===== config.mk =====
export PLATFORM = sky130hd
export DESIGN_NAME = reed_solomon_ecc_encoder_top
export DESIGN_NICKNAME = d
export VERILOG_FILES = /design/src/hdl/rsenc_pkg.sv /design/src/hdl/reed_solomon_ecc_encoder_top.sv /design/src/hdl/rsenc_dpath.sv /design/src/hdl/rsenc_ctrl.sv
export SDC_FILE = /design/constraint.sdc
export NUM_CORES = 2
export LEC_CHECK = 0
export BUFFER_PORTS_ARGS = -buffer_cell sky130_fd_sc_hd__buf_2
export CORE_ASPECT_RATIO = 1.4
export CORE_MARGIN = 5
export CORE_UTILIZATION = 41
export DETAILED_ROUTE_END_ITERATION = 8
export PLACE_DENSITY = 0.58
export SLEW_MARGIN = 20
export SYNTH_ARGS = -nofsm -noshare
export SYNTH_HDL_FRONTEND = slang
export SYNTH_HIERARCHICAL = 1
export SYNTH_SLANG_ARGS = --single-unit

===== constraint.sdc =====
create_clock -name clk_i -period 7.1 [get_ports clk_i]
set_input_delay 0.71 -clock clk_i [delete_from_list [all_inputs] [get_ports clk_i]]
set_output_delay 0.71 -clock clk_i [all_outputs]
set_load 0.01 [all_outputs]

===== src/hdl/rsenc_pkg.sv =====
// ----------------------------------------------------------------------------
// rsenc_pkg
// Shared types, constants and GF(256) arithmetic for the Reed-Solomon encoder.
// ----------------------------------------------------------------------------
package rsenc_pkg;

  localparam int unsigned BYTE_W          = 8;
  localparam int unsigned ECC_LEN_W       = 5;
  localparam int unsigned MAX_ECC_LEN_DEF = 30;

  localparam logic [ECC_LEN_W-1:0] ECC_LEN_RST = ECC_LEN_W'(15);

  // Low byte of the field polynomial x^8+x^4+x^3+x^2+1.
  localparam logic [BYTE_W-1:0] GF_POLY_LOW = 8'h1D;
  localparam logic [BYTE_W-1:0] GF_ONE      = 8'h01;

  typedef struct packed {
    logic [BYTE_W-1:0] data_byte;
    logic              last_byte;
  } rsenc_in_t;

  typedef struct packed {
    logic [BYTE_W-1:0] ecc_byte;
    logic              ecc_last;
  } rsenc_out_t;

  // Commands from the controller to the datapath.
  typedef struct packed {
    logic init_gen;   // load the degree-zero generator and reset the root
    logic build_step; // multiply the generator by (x - root)
    logic absorb;     // fold one message byte into the remainder
    logic shift_out;  // move the remainder one place towards the head
    logic clear_rem;  // zero the remainder after the final ECC byte
  } rsenc_cmd_t;

  function automatic logic [BYTE_W-1:0] gf_xtime(input logic [BYTE_W-1:0] a);
    gf_xtime = {a[BYTE_W-2:0], 1'b0} ^ (a[BYTE_W-1] ? GF_POLY_LOW : '0);
  endfunction

  function automatic logic [BYTE_W-1:0] gf_mul(input logic [BYTE_W-1:0] a,
                                               input logic [BYTE_W-1:0] b);
    logic [BYTE_W-1:0] acc;
    logic [BYTE_W-1:0] m;
    acc = '0;
    m   = a;
    for (int k = 0; k < BYTE_W; k++) begin
      if (b[k]) acc = acc ^ m;
      m = gf_xtime(m);
    end
    gf_mul = acc;
  endfunction

endpackage


===== src/hdl/reed_solomon_ecc_encoder_top.sv =====
// ----------------------------------------------------------------------------
// reed_solomon_ecc_encoder_top
// Systematic Reed-Solomon ECC encoder over GF(256), polynomial 0x11D.
// ----------------------------------------------------------------------------
// Message bytes enter one per item and may be taken back to back while the
// input is not stalled. The item carrying the last byte is absorbed and is
// followed by n ECC items, head first, one per cycle unless the output stalls,
// where n is the programmed ECC length (0 counts as 1, values above
// MAX_ECC_LEN are clamped). The input stalls while the ECC bytes drain. After
// reset and after every write of the length register, the generator
// polynomial is rebuilt root by root by the parallel coefficient multipliers,
// during which the input is stalled. The remainder cells and the generator
// cells each have one GF multiplier, so every cell is updated at once per byte.
// ----------------------------------------------------------------------------
module reed_solomon_ecc_encoder_top
  import rsenc_pkg::*;
#(
  parameter int unsigned MAX_ECC_LEN = MAX_ECC_LEN_DEF
) (
  input  logic                 clk_i,
  input  logic                 rst_ni,
  input  logic                 cfg_we_i,
  input  logic [ECC_LEN_W-1:0] cfg_wdata_i,
  input  logic                 in_valid_i,
  output logic                 in_stall_o,
  input  rsenc_in_t            in_data_i,
  output logic                 out_valid_o,
  input  logic                 out_stall_i,
  output rsenc_out_t           out_data_o
);

  localparam int unsigned LenW = $clog2(MAX_ECC_LEN + 1);

  rsenc_cmd_t        cmd;
  logic [LenW-1:0]   len;
  logic [BYTE_W-1:0] head;
  logic              ecc_last;

  rsenc_ctrl #(
    .MAX_ECC_LEN(MAX_ECC_LEN)
  ) u_ctrl (
    .clk_i      (clk_i),
    .rst_ni     (rst_ni),
    .cfg_we_i   (cfg_we_i),
    .in_valid_i (in_valid_i),
    .last_byte_i(in_data_i.last_byte),
    .in_stall_o (in_stall_o),
    .out_valid_o(out_valid_o),
    .out_stall_i(out_stall_i),
    .ecc_last_o (ecc_last),
    .len_i      (len),
    .cmd_o      (cmd)
  );

  rsenc_dpath #(
    .MAX_ECC_LEN(MAX_ECC_LEN)
  ) u_dpath (
    .clk_i      (clk_i),
    .rst_ni     (rst_ni),
    .cfg_we_i   (cfg_we_i),
    .cfg_wdata_i(cfg_wdata_i),
    .cmd_i      (cmd),
    .data_byte_i(in_data_i.data_byte),
    .len_o      (len),
    .head_o     (head)
  );

  assign out_data_o.ecc_byte = head;
  assign out_data_o.ecc_last = ecc_last;

endmodule


===== src/hdl/rsenc_dpath.sv =====
// ----------------------------------------------------------------------------
// rsenc_dpath
// Length register, generator coefficient cells, remainder cells and the
// parallel GF(256) multipliers that update them.
// ----------------------------------------------------------------------------
module rsenc_dpath
  import rsenc_pkg::*;
#(
  parameter int unsigned MAX_ECC_LEN = MAX_ECC_LEN_DEF,
  localparam int unsigned LenW = $clog2(MAX_ECC_LEN + 1)
) (
  input  logic                 clk_i,
  input  logic                 rst_ni,
  input  logic                 cfg_we_i,
  input  logic [ECC_LEN_W-1:0] cfg_wdata_i,
  input  rsenc_cmd_t           cmd_i,
  input  logic [BYTE_W-1:0]    data_byte_i,
  output logic [LenW-1:0]      len_o,
  output logic [BYTE_W-1:0]    head_o
);

  localparam int unsigned CmpW = (LenW > ECC_LEN_W) ? LenW : ECC_LEN_W;

  logic [ECC_LEN_W-1:0] ecc_len_q;
  logic [CmpW-1:0]      len_ext;
  logic [CmpW-1:0]      len_sel;

  logic [BYTE_W-1:0] gen_q [MAX_ECC_LEN];
  logic [BYTE_W-1:0] gen_d [MAX_ECC_LEN];
  logic [BYTE_W-1:0] rem_q [MAX_ECC_LEN];
  logic [BYTE_W-1:0] rem_d [MAX_ECC_LEN];
  logic [BYTE_W-1:0] root_q;
  logic [BYTE_W-1:0] root_d;
  logic [BYTE_W-1:0] fb;

  always_ff @(posedge clk_i or negedge rst_ni) begin
    if (!rst_ni) begin
      ecc_len_q <= ECC_LEN_RST;
    end else if (cfg_we_i) begin
      ecc_len_q <= cfg_wdata_i;
    end
  end

  // A length of zero acts as one, and anything above the cell count is clamped.
  always_comb begin
    len_ext = CmpW'(ecc_len_q);
    if (len_ext == '0) begin
      len_sel = CmpW'(1);
    end else if (len_ext > CmpW'(MAX_ECC_LEN)) begin
      len_sel = CmpW'(MAX_ECC_LEN);
    end else begin
      len_sel = len_ext;
    end
  end

  assign len_o  = len_sel[LenW-1:0];
  assign fb     = data_byte_i ^ rem_q[0];
  assign head_o = rem_q[0];

  assign root_d = cmd_i.init_gen ? GF_ONE : gf_xtime(root_q);

  // Cells at or above the length always hold zero, so the shift and the
  // multiply need no length compare: zero simply flows in from the tail.
  for (genvar j = 0; j < MAX_ECC_LEN; j++) begin : g_cell
    logic [BYTE_W-1:0] gen_up;
    logic [BYTE_W-1:0] rem_up;
    if (j + 1 < MAX_ECC_LEN) begin : g_inner
      assign gen_up = gen_q[j+1];
      assign rem_up = rem_q[j+1];
    end else begin : g_tail
      assign gen_up = '0;
      assign rem_up = '0;
    end

    always_comb begin
      if (cmd_i.init_gen) begin
        gen_d[j] = (LenW'(j + 1) == len_o) ? GF_ONE : '0;
      end else begin
        gen_d[j] = gf_mul(gen_q[j], root_q) ^ gen_up;
      end
    end

    always_comb begin
      priority if (cfg_we_i || cmd_i.clear_rem) begin
        rem_d[j] = '0;
      end else if (cmd_i.absorb) begin
        rem_d[j] = rem_up ^ gf_mul(gen_q[j], fb);
      end else begin
        rem_d[j] = rem_up;
      end
    end

    always_ff @(posedge clk_i) begin
      if (cmd_i.init_gen || cmd_i.build_step) begin
        gen_q[j] <= gen_d[j];
      end
    end

    always_ff @(posedge clk_i or negedge rst_ni) begin
      if (!rst_ni) begin
        rem_q[j] <= '0;
      end else if (cfg_we_i || cmd_i.clear_rem || cmd_i.absorb || cmd_i.shift_out) begin
        rem_q[j] <= rem_d[j];
      end
    end
  end

  always_ff @(posedge clk_i) begin
    if (cmd_i.init_gen || cmd_i.build_step) begin
      root_q <= root_d;
    end
  end

endmodule


===== src/hdl/rsenc_ctrl.sv =====
// ----------------------------------------------------------------------------
// rsenc_ctrl
// Sequencer for generator build, byte absorption and ECC byte emission.
// ----------------------------------------------------------------------------
module rsenc_ctrl
  import rsenc_pkg::*;
#(
  parameter int unsigned MAX_ECC_LEN = MAX_ECC_LEN_DEF,
  localparam int unsigned LenW = $clog2(MAX_ECC_LEN + 1)
) (
  input  logic            clk_i,
  input  logic            rst_ni,
  input  logic            cfg_we_i,
  input  logic            in_valid_i,
  input  logic            last_byte_i,
  output logic            in_stall_o,
  output logic            out_valid_o,
  input  logic            out_stall_i,
  output logic            ecc_last_o,
  input  logic [LenW-1:0] len_i,
  output rsenc_cmd_t      cmd_o
);

  localparam logic [1:0] ST_INIT  = 2'd0;
  localparam logic [1:0] ST_BUILD = 2'd1;
  localparam logic [1:0] ST_RUN   = 2'd2;
  localparam logic [1:0] ST_EMIT  = 2'd3;

  logic [1:0]      state_q;
  logic [1:0]      state_d;
  logic [LenW-1:0] cnt_q;
  logic [LenW-1:0] cnt_d;
  logic            cnt_at_end;
  logic            in_acc;
  logic            out_acc;

  assign cnt_at_end  = (cnt_q == (len_i - LenW'(1)));
  assign in_stall_o  = (state_q != ST_RUN);
  assign out_valid_o = (state_q == ST_EMIT);
  assign ecc_last_o  = cnt_at_end;
  assign in_acc      = in_valid_i && !in_stall_o;
  assign out_acc     = out_valid_o && !out_stall_i;

  always_comb begin
    state_d = state_q;
    cnt_d   = cnt_q;
    cmd_o   = '0;
    if (cfg_we_i) begin
      // A new length invalidates the generator; rebuild from scratch.
      state_d = ST_INIT;
    end else begin
      unique case (state_q)
        ST_INIT: begin
          cmd_o.init_gen = 1'b1;
          cnt_d          = '0;
          state_d        = ST_BUILD;
        end
        ST_BUILD: begin
          cmd_o.build_step = 1'b1;
          cnt_d            = cnt_q + LenW'(1);
          if (cnt_at_end) begin
            cnt_d   = '0;
            state_d = ST_RUN;
          end
        end
        ST_RUN: begin
          if (in_acc) begin
            cmd_o.absorb = 1'b1;
            cnt_d        = '0;
            if (last_byte_i) state_d = ST_EMIT;
          end
        end
        ST_EMIT: begin
          if (out_acc) begin
            if (cnt_at_end) begin
              cmd_o.clear_rem = 1'b1;
              cnt_d           = '0;
              state_d         = ST_RUN;
            end else begin
              cmd_o.shift_out = 1'b1;
              cnt_d           = cnt_q + LenW'(1);
            end
          end
        end
        default: begin
          state_d = ST_INIT;
        end
      endcase
    end
  end

  always_ff @(posedge clk_i or negedge rst_ni) begin
    if (!rst_ni) begin
      state_q <= ST_INIT;
      cnt_q   <= '0;
    end else begin
      state_q <= state_d;
      cnt_q   <= cnt_d;
    end
  end

endmodule


Yosys cells after proc, flatten, opt, wreduce, memory -nomap -nowiden

Memories as Yosys holds them, arrays and structs flattened.
Index checks and enable logic that the tools add are counted.

$add $sub $neg: 2
Order comparisons: 1
Eq/ne operators: 40
Muxes and demuxes: 1551
Bitwise logic cells: 691
Reduce and logical (&&, ||, !) cells: 12

Operators by type and width:

| kind                                                   | number |
|---|---|
| 2-to-1 mux 8 bit                                       | 1287 |
| bitwise XOR 8 bit                                      | 687 |
| 2-to-1 mux 5 bit                                       | 217 |
| equality test 5 bit (first input constant)             | 15 |
| equality test 4 x 5 -> 1 bit (first input constant)    | 8 |
| 2-to-1 mux 1 bit                                       | 38 |
| bitwise XOR 8 x 5 -> 8 bit                             | 3 |
| equality test 3 x 5 -> 1 bit (first input constant)    | 4 |
| one-hot mux 5 bit (4 select lines)                     | 1 |
| 2-to-1 mux 2 bit                                       | 7 |
| equality test 2 x 5 -> 1 bit (first input constant)    | 2 |
| one-hot mux 2 bit (4 select lines)                     | 1 |
| inequality test 3 bit (second input constant)          | 2 |
| AND reduction 3 bit                                    | 2 |
| adder 5 x 1 -> 5 bit (second input constant)           | 1 |
| equality test 1 x 5 -> 1 bit (first input constant)    | 1 |
| equality test 5 bit                                    | 1 |
| greater-than comparator 5 bit (second input constant)  | 1 |
| logical NOT 5 bit                                      | 1 |
| subtractor 5 x 1 -> 5 bit (second input constant)      | 1 |
| equality test 2 bit (second input constant)            | 2 |
| logical OR 1 bit                                       | 4 |
| inequality test 2 bit (second input constant)          | 2 |
| inequality test 3 x 2 -> 1 bit (second input constant) | 1 |
| 6 further kinds                                        | 8 |

Flip-flop bits (word level): 260
Memory bits (writable): 240
Input port bits: 19
Output and inout port bits: 11
Logic and storage cells: 2332
Memories kept: 1

Memories:

| name          | depth | width | rd ports | clocked after memory_dff | write ports | RTL line          | RTL |
|---|---|---|---|---|---|---|---|
| u_dpath.gen_q | 30    | 8     | 30       | 0                        | 30          | rsenc_dpath.sv:28 | `logic [BYTE_W-1:0] gen_q [MAX_ECC_LEN];` |

Longest topological paths before layout

Depth in word-level cells: 42
Depth in mapped cells: 15
Mapped depth without buffers: 12

By module

The synthesis kept the hierarchy.

Modules (own cells, without submodules):

| module                       | instances | cells an instance | area an instance (µm²) | seq. area each (µm²) |
|---|---|---|---|---|
| rsenc_dpath                  | 1         | 11509             | 82255.1                | 13583.0 |
| rsenc_ctrl                   | 1         | 71                | 668.1                  | 175.2 |
| reed_solomon_ecc_encoder_top | 1         | 1                 | 7.5                    | 0.0 |

Worst setup path before layout

No wires, ideal clock.

Path type: input -> register
From: in cfg_we_i
To: mem u_dpath.gen_q[0][0] (enable)
Setup time: 0.507 ns
Arrival time: 4.607 ns
Required time: 6.593 ns
Path slack: 1.986 ns
Stages on the path: 5
Path buffers: 3
Cells stage by stage: clkbuf_1 nor3_1 clkbuf_1 clkbuf_1 or2_2

RTL lines:

| item               | RTL line                           | RTL |
|---|---|---|
| start: declaration | reed_solomon_ecc_encoder_top.sv:22 | `input logic cfg_we_i,` |
| end: declaration   | rsenc_dpath.sv:28                  |  |

==> summary.md <==
| Metric | Value |
|---|---|
| Run status | `finished clean` |
| CTS H-tree depth | `3` |
| Endpoint of the worst register-to-register path | `u_dpath/g_cell[5].rem_up[7]$_DFFE_PN0P_` |
| Placed wire-length estimate after detailed placement | `190000 µm` |
| Clock insertion delay at the later pin of the skew report | `0.69 ns` |
| Number of buffers created by CTS | `69` |
| Synth Net Count | `11600` |
| Max frequency | `0.212 GHz` |
| RSZ-0062 raised after global routing | `no` |
| Final critical path time including I/O delays and setup | `4.73 ns` |
| Worst setup path startpoint | `u_dpath/ecc_len_q[4]$_DFFE_PN0P_` |
| Met3 Wirelength | `28300 µm` |
| CTS tree | `done` |
| Fin util | `0.430` |
| #FFs+latches synth | `500` |
| Worst reg2reg startpoint | `u_dpath/ecc_len_q[4]$_DFFE_PN0P_` |
| Required time of the worst setup path | `7.62 ns` |
| Initial antenna violation count | `21` |
| Total global routing overflow | `0` |
| Final hold violation count | `0` |
| Area share of the leading cell type in the synthesized netlist | `0.348` |
| Vert. Die Dim | `542 µm` |
| Last element of the critical path | `u_dpath/g_cell[5].rem_up[7]$_DFFE_PN0P_` |
| Total negative setup slack | `0 ns` |
| Dpl cells | `13400` |
| Xor-xnor portion of the synthesized cell area | `0.480` |
| Clock Tree Root | `sky130_fd_sc_hd__clkbuf_16` |
| Total standard cell area after synthesis | `82900 µm²` |
| Least-Margin Pin Slew | `1.15 ns` |
| Worst reg-to-reg setup slack | `2.37 ns` |
| Share of synthesized cell area in and, or, nand and nor gates | `0.204` |
| Post-synthesis mux area share | `0.00961` |
| Number of distinct library cells after synthesis | `81` |
| Count of antenna-violating nets left after detailed routing | `0` |
| Synthesized netlist cell count | `11600` |
| Number of post-CTS setup repair buffers | `0` |
| Core box area | `202000 µm²` |
| Overall die width | `390 µm` |
| Final WL | `316000 µm` |
| Detailed-route wire length on metal 1 | `118000 µm` |
| Max-cap viol count | `0` |
| Count of clock tree sinks | `500` |
| Detailed-routing iteration count for the pre-antenna-repair pass | `8` |
| CTS Hold Buffers Added | `0` |
| Met2 wire len | `147000 µm` |
| Skew final | `0.0309 ns` |
| Hold Worst Slack | `0.0919 ns` |
| Worst Setup Path Type | `register to register` |
| Final period utilization | `0.666` |
| Cell-by-cell listing of the critical path | `nor3_1 > o21bai_2 > nand2_1 > inv_1 > ha_1 > nor2b_1 > o31a_1 > a211oi_4 > nor4_1 > o21ai_4 > buf_4 > o21ai_0` |
| Starting utilization of the core area | `0.412` |
| Number of standard-cell rows in the floorplan | `195` |
| Via count | `76800` |
| Number of flops mapped to enable cells by yosys | `248` |
| Depth of the worst register-to-register path | `12` |
| Critical path's largest stage delay | `0.79 ns` |
| Final Wtd Congestion | `0.882` |
| Number of design-rule violations left by the first detailed-router iteration | `7630` |
| Global-route usage over all layers | `0.288` |
| Area grow syn2layout | `4.43%` |
| Number of pins exceeding their max-slew limit in the final report | `0` |
| First-pass GRT wire length | `474000 µm` |
| Top cell type by total area after synthesis | `sky130_fd_sc_hd__xnor2_1` |
| Number of global-route vias before repair | `75200` |
| Clock-pin slew on the worst setup and hold paths | `0.06 ns` |
| Arrival time reported for the critical path endpoint | `5.25 ns` |
| Mean cell area of the mapped netlist | `7.16 µm²` |
| Share of final-layout standard cells stronger than drive strength 1 | `0.0430` |
| Largest net degree at the start of global routing | `151` |
| Cell types with the highest counts after synthesis | `sky130_fd_sc_hd__nand2_1, sky130_fd_sc_hd__xnor2_1, sky130_fd_sc_hd__xor2_1` |
| Cells resized by post-CTS repair | `0` |
| Largest buffer count on any clock path | `3` |
| Adder-Cell Fraction of Synth Area | `0.000302` |
| Sequential fraction of the synthesis area | `0.166` |
| YS warnings | `6` |
| Cell types occupying the most area after synthesis | `sky130_fd_sc_hd__xnor2_1, sky130_fd_sc_hd__nand2_1, sky130_fd_sc_hd__xor2_1` |
| Async set-or-reset flop fraction in the synthesized netlist | `0.504` |
| Slew headroom | `0.230` |
| Primary flip-flop cell chosen by synthesis mapping | `sky130_fd_sc_hd__edfxtp_1` |
| Largest fanout on the critical path | `74` |
| Highest-delay cell along the critical path | `sky130_fd_sc_hd__buf_4` |
| Type of element launching the critical path | `register` |
| Number of top-level pins | `30` |
| Count of buffers inserted at the top-level ports | `29` |
| Full die area | `211000 µm²` |
| Net total in the final layout | `10800` |
| Hold crit path type | `input port to async pin` |
| Most common cell in the netlist | `sky130_fd_sc_hd__nand2_1` |
| Routed len/inst | `23.3 µm` |
| Final std cells w/o fill | `13500` |
| Largest family of logic cells by synthesized area | `XOR/XNOR gates` |
| Finish-stage setup viols | `0` |
| Uppermost layer routed | `met5` |
| Area fraction in compound gates after synthesis | `0.0837` |
| Kind of end point of the critical path | `register` |
| # DRC | `0` |
| Via/cell ratio | `5.67` |
## critical path: cells and delay by family (launching register included)
family | cells | cell delay, ns
compound gates | 5 | 1.89
buf+inv | 2 | 0.86
simple gates | 4 | 0.96
fa+ha+maj | 1 | 0.24
flops | 1 | 0.49
## state kept, by name, indices dropped and copies added, names as in the netlist
signal,cells
u_ctrl/cnt_q,5
u_dpath/gen_q,240
u_dpath/g_cell.rem_up,232
u_dpath/head_o,8
u_dpath/root_q,8
u_dpath/ecc_len_q,5
u_ctrl/state_q,2
## kinds of logic (layout without fill, tap and decap cells)
group	after synthesis	after routing
simple gates	4384	4384
xor+xnor	4370	4370
buf+inv	1128	424
compound gates	1121	1121
flops	500	500
mux	76	76
fa+ha+maj	2	2
other cells	0	11
## routing by layer
layer	vias up	track usage
met3	1086	0.0478
met5	-	0
met1	37100	0.342
met4	16	0.186
li1	34600	-
met2	3952	0.483
## through the flow
stage,area (µm²),setup slack (ns)
after global routing,86600,2.20
after CTS,86500,2.53
after global placement,84200,2.72
final,86600,2.37
after detailed placement,84200,2.55
after floorplan,82900,1.99
## how the worst min path moves through the flow
| stage | to | slack (ns) | start | cells past startpoint |
|---|---|---|---|---|
| global route | u_ctrl/cnt_q[4]$_DFFE_PN0P_ | 0.14 | rst_ni | 1 |
| global placement | u_dpath/g_cell[9].rem_up[5]$_DFFE_PN0P_ | 0.48 | u_dpath/g_cell[9].rem_up[5]$_DFFE_PN0P_ | 2 |
| floorplan | u_ctrl/cnt_q[0]$_DFFE_PN0P_ | 0.41 | rst_ni | 0 |
| detailed placement | u_dpath/g_cell[9].rem_up[5]$_DFFE_PN0P_ | 0.49 | u_dpath/g_cell[9].rem_up[5]$_DFFE_PN0P_ | 2 |
| CTS | u_dpath/g_cell[28].rem_up[5]$_DFFE_PN0P_ | 0.11 | rst_ni | 1 |
| finish | u_ctrl/cnt_q[4]$_DFFE_PN0P_ | 0.09 | rst_ni | 1 |
## cell usage in the layout, fill, tap and decap left out, types with 65 or more instances in the layout
| master | instances |
|---|---|
| sky130_fd_sc_hd__a21oi_1 | 157 |
| sky130_fd_sc_hd__a22oi_1 | 173 |
| sky130_fd_sc_hd__buf_4 | 168 |
| sky130_fd_sc_hd__clkbuf_16 | 80 |
| sky130_fd_sc_hd__dfrtp_1 | 248 |
| sky130_fd_sc_hd__edfxtp_1 | 248 |
| sky130_fd_sc_hd__nand2_1 | 3580 |
| sky130_fd_sc_hd__nor2_1 | 597 |
| sky130_fd_sc_hd__o21ai_0 | 388 |
| sky130_fd_sc_hd__o21ai_1 | 113 |
| sky130_fd_sc_hd__o22ai_1 | 74 |
| sky130_fd_sc_hd__xnor2_1 | 3281 |
| sky130_fd_sc_hd__xnor3_1 | 65 |
| sky130_fd_sc_hd__xor2_1 | 948 |
## layout make-up
cell class                      count  area [µm²]
Fill cell                       20600      115000
Multi-Input combinational cell   9953       64800
Sequential cell                   500       13800
Tap cell                         2659        3330
Clock buffer                      105        2170
Timing Repair Buffer              229        2060
Inverter                           71         269
Clock inverter                     19         160
Antenna cell                       11        27.5
Power is left out: the tool's default activity adds up to more than one toggle a clock period on the data nets, which glitch-free logic cannot reach.
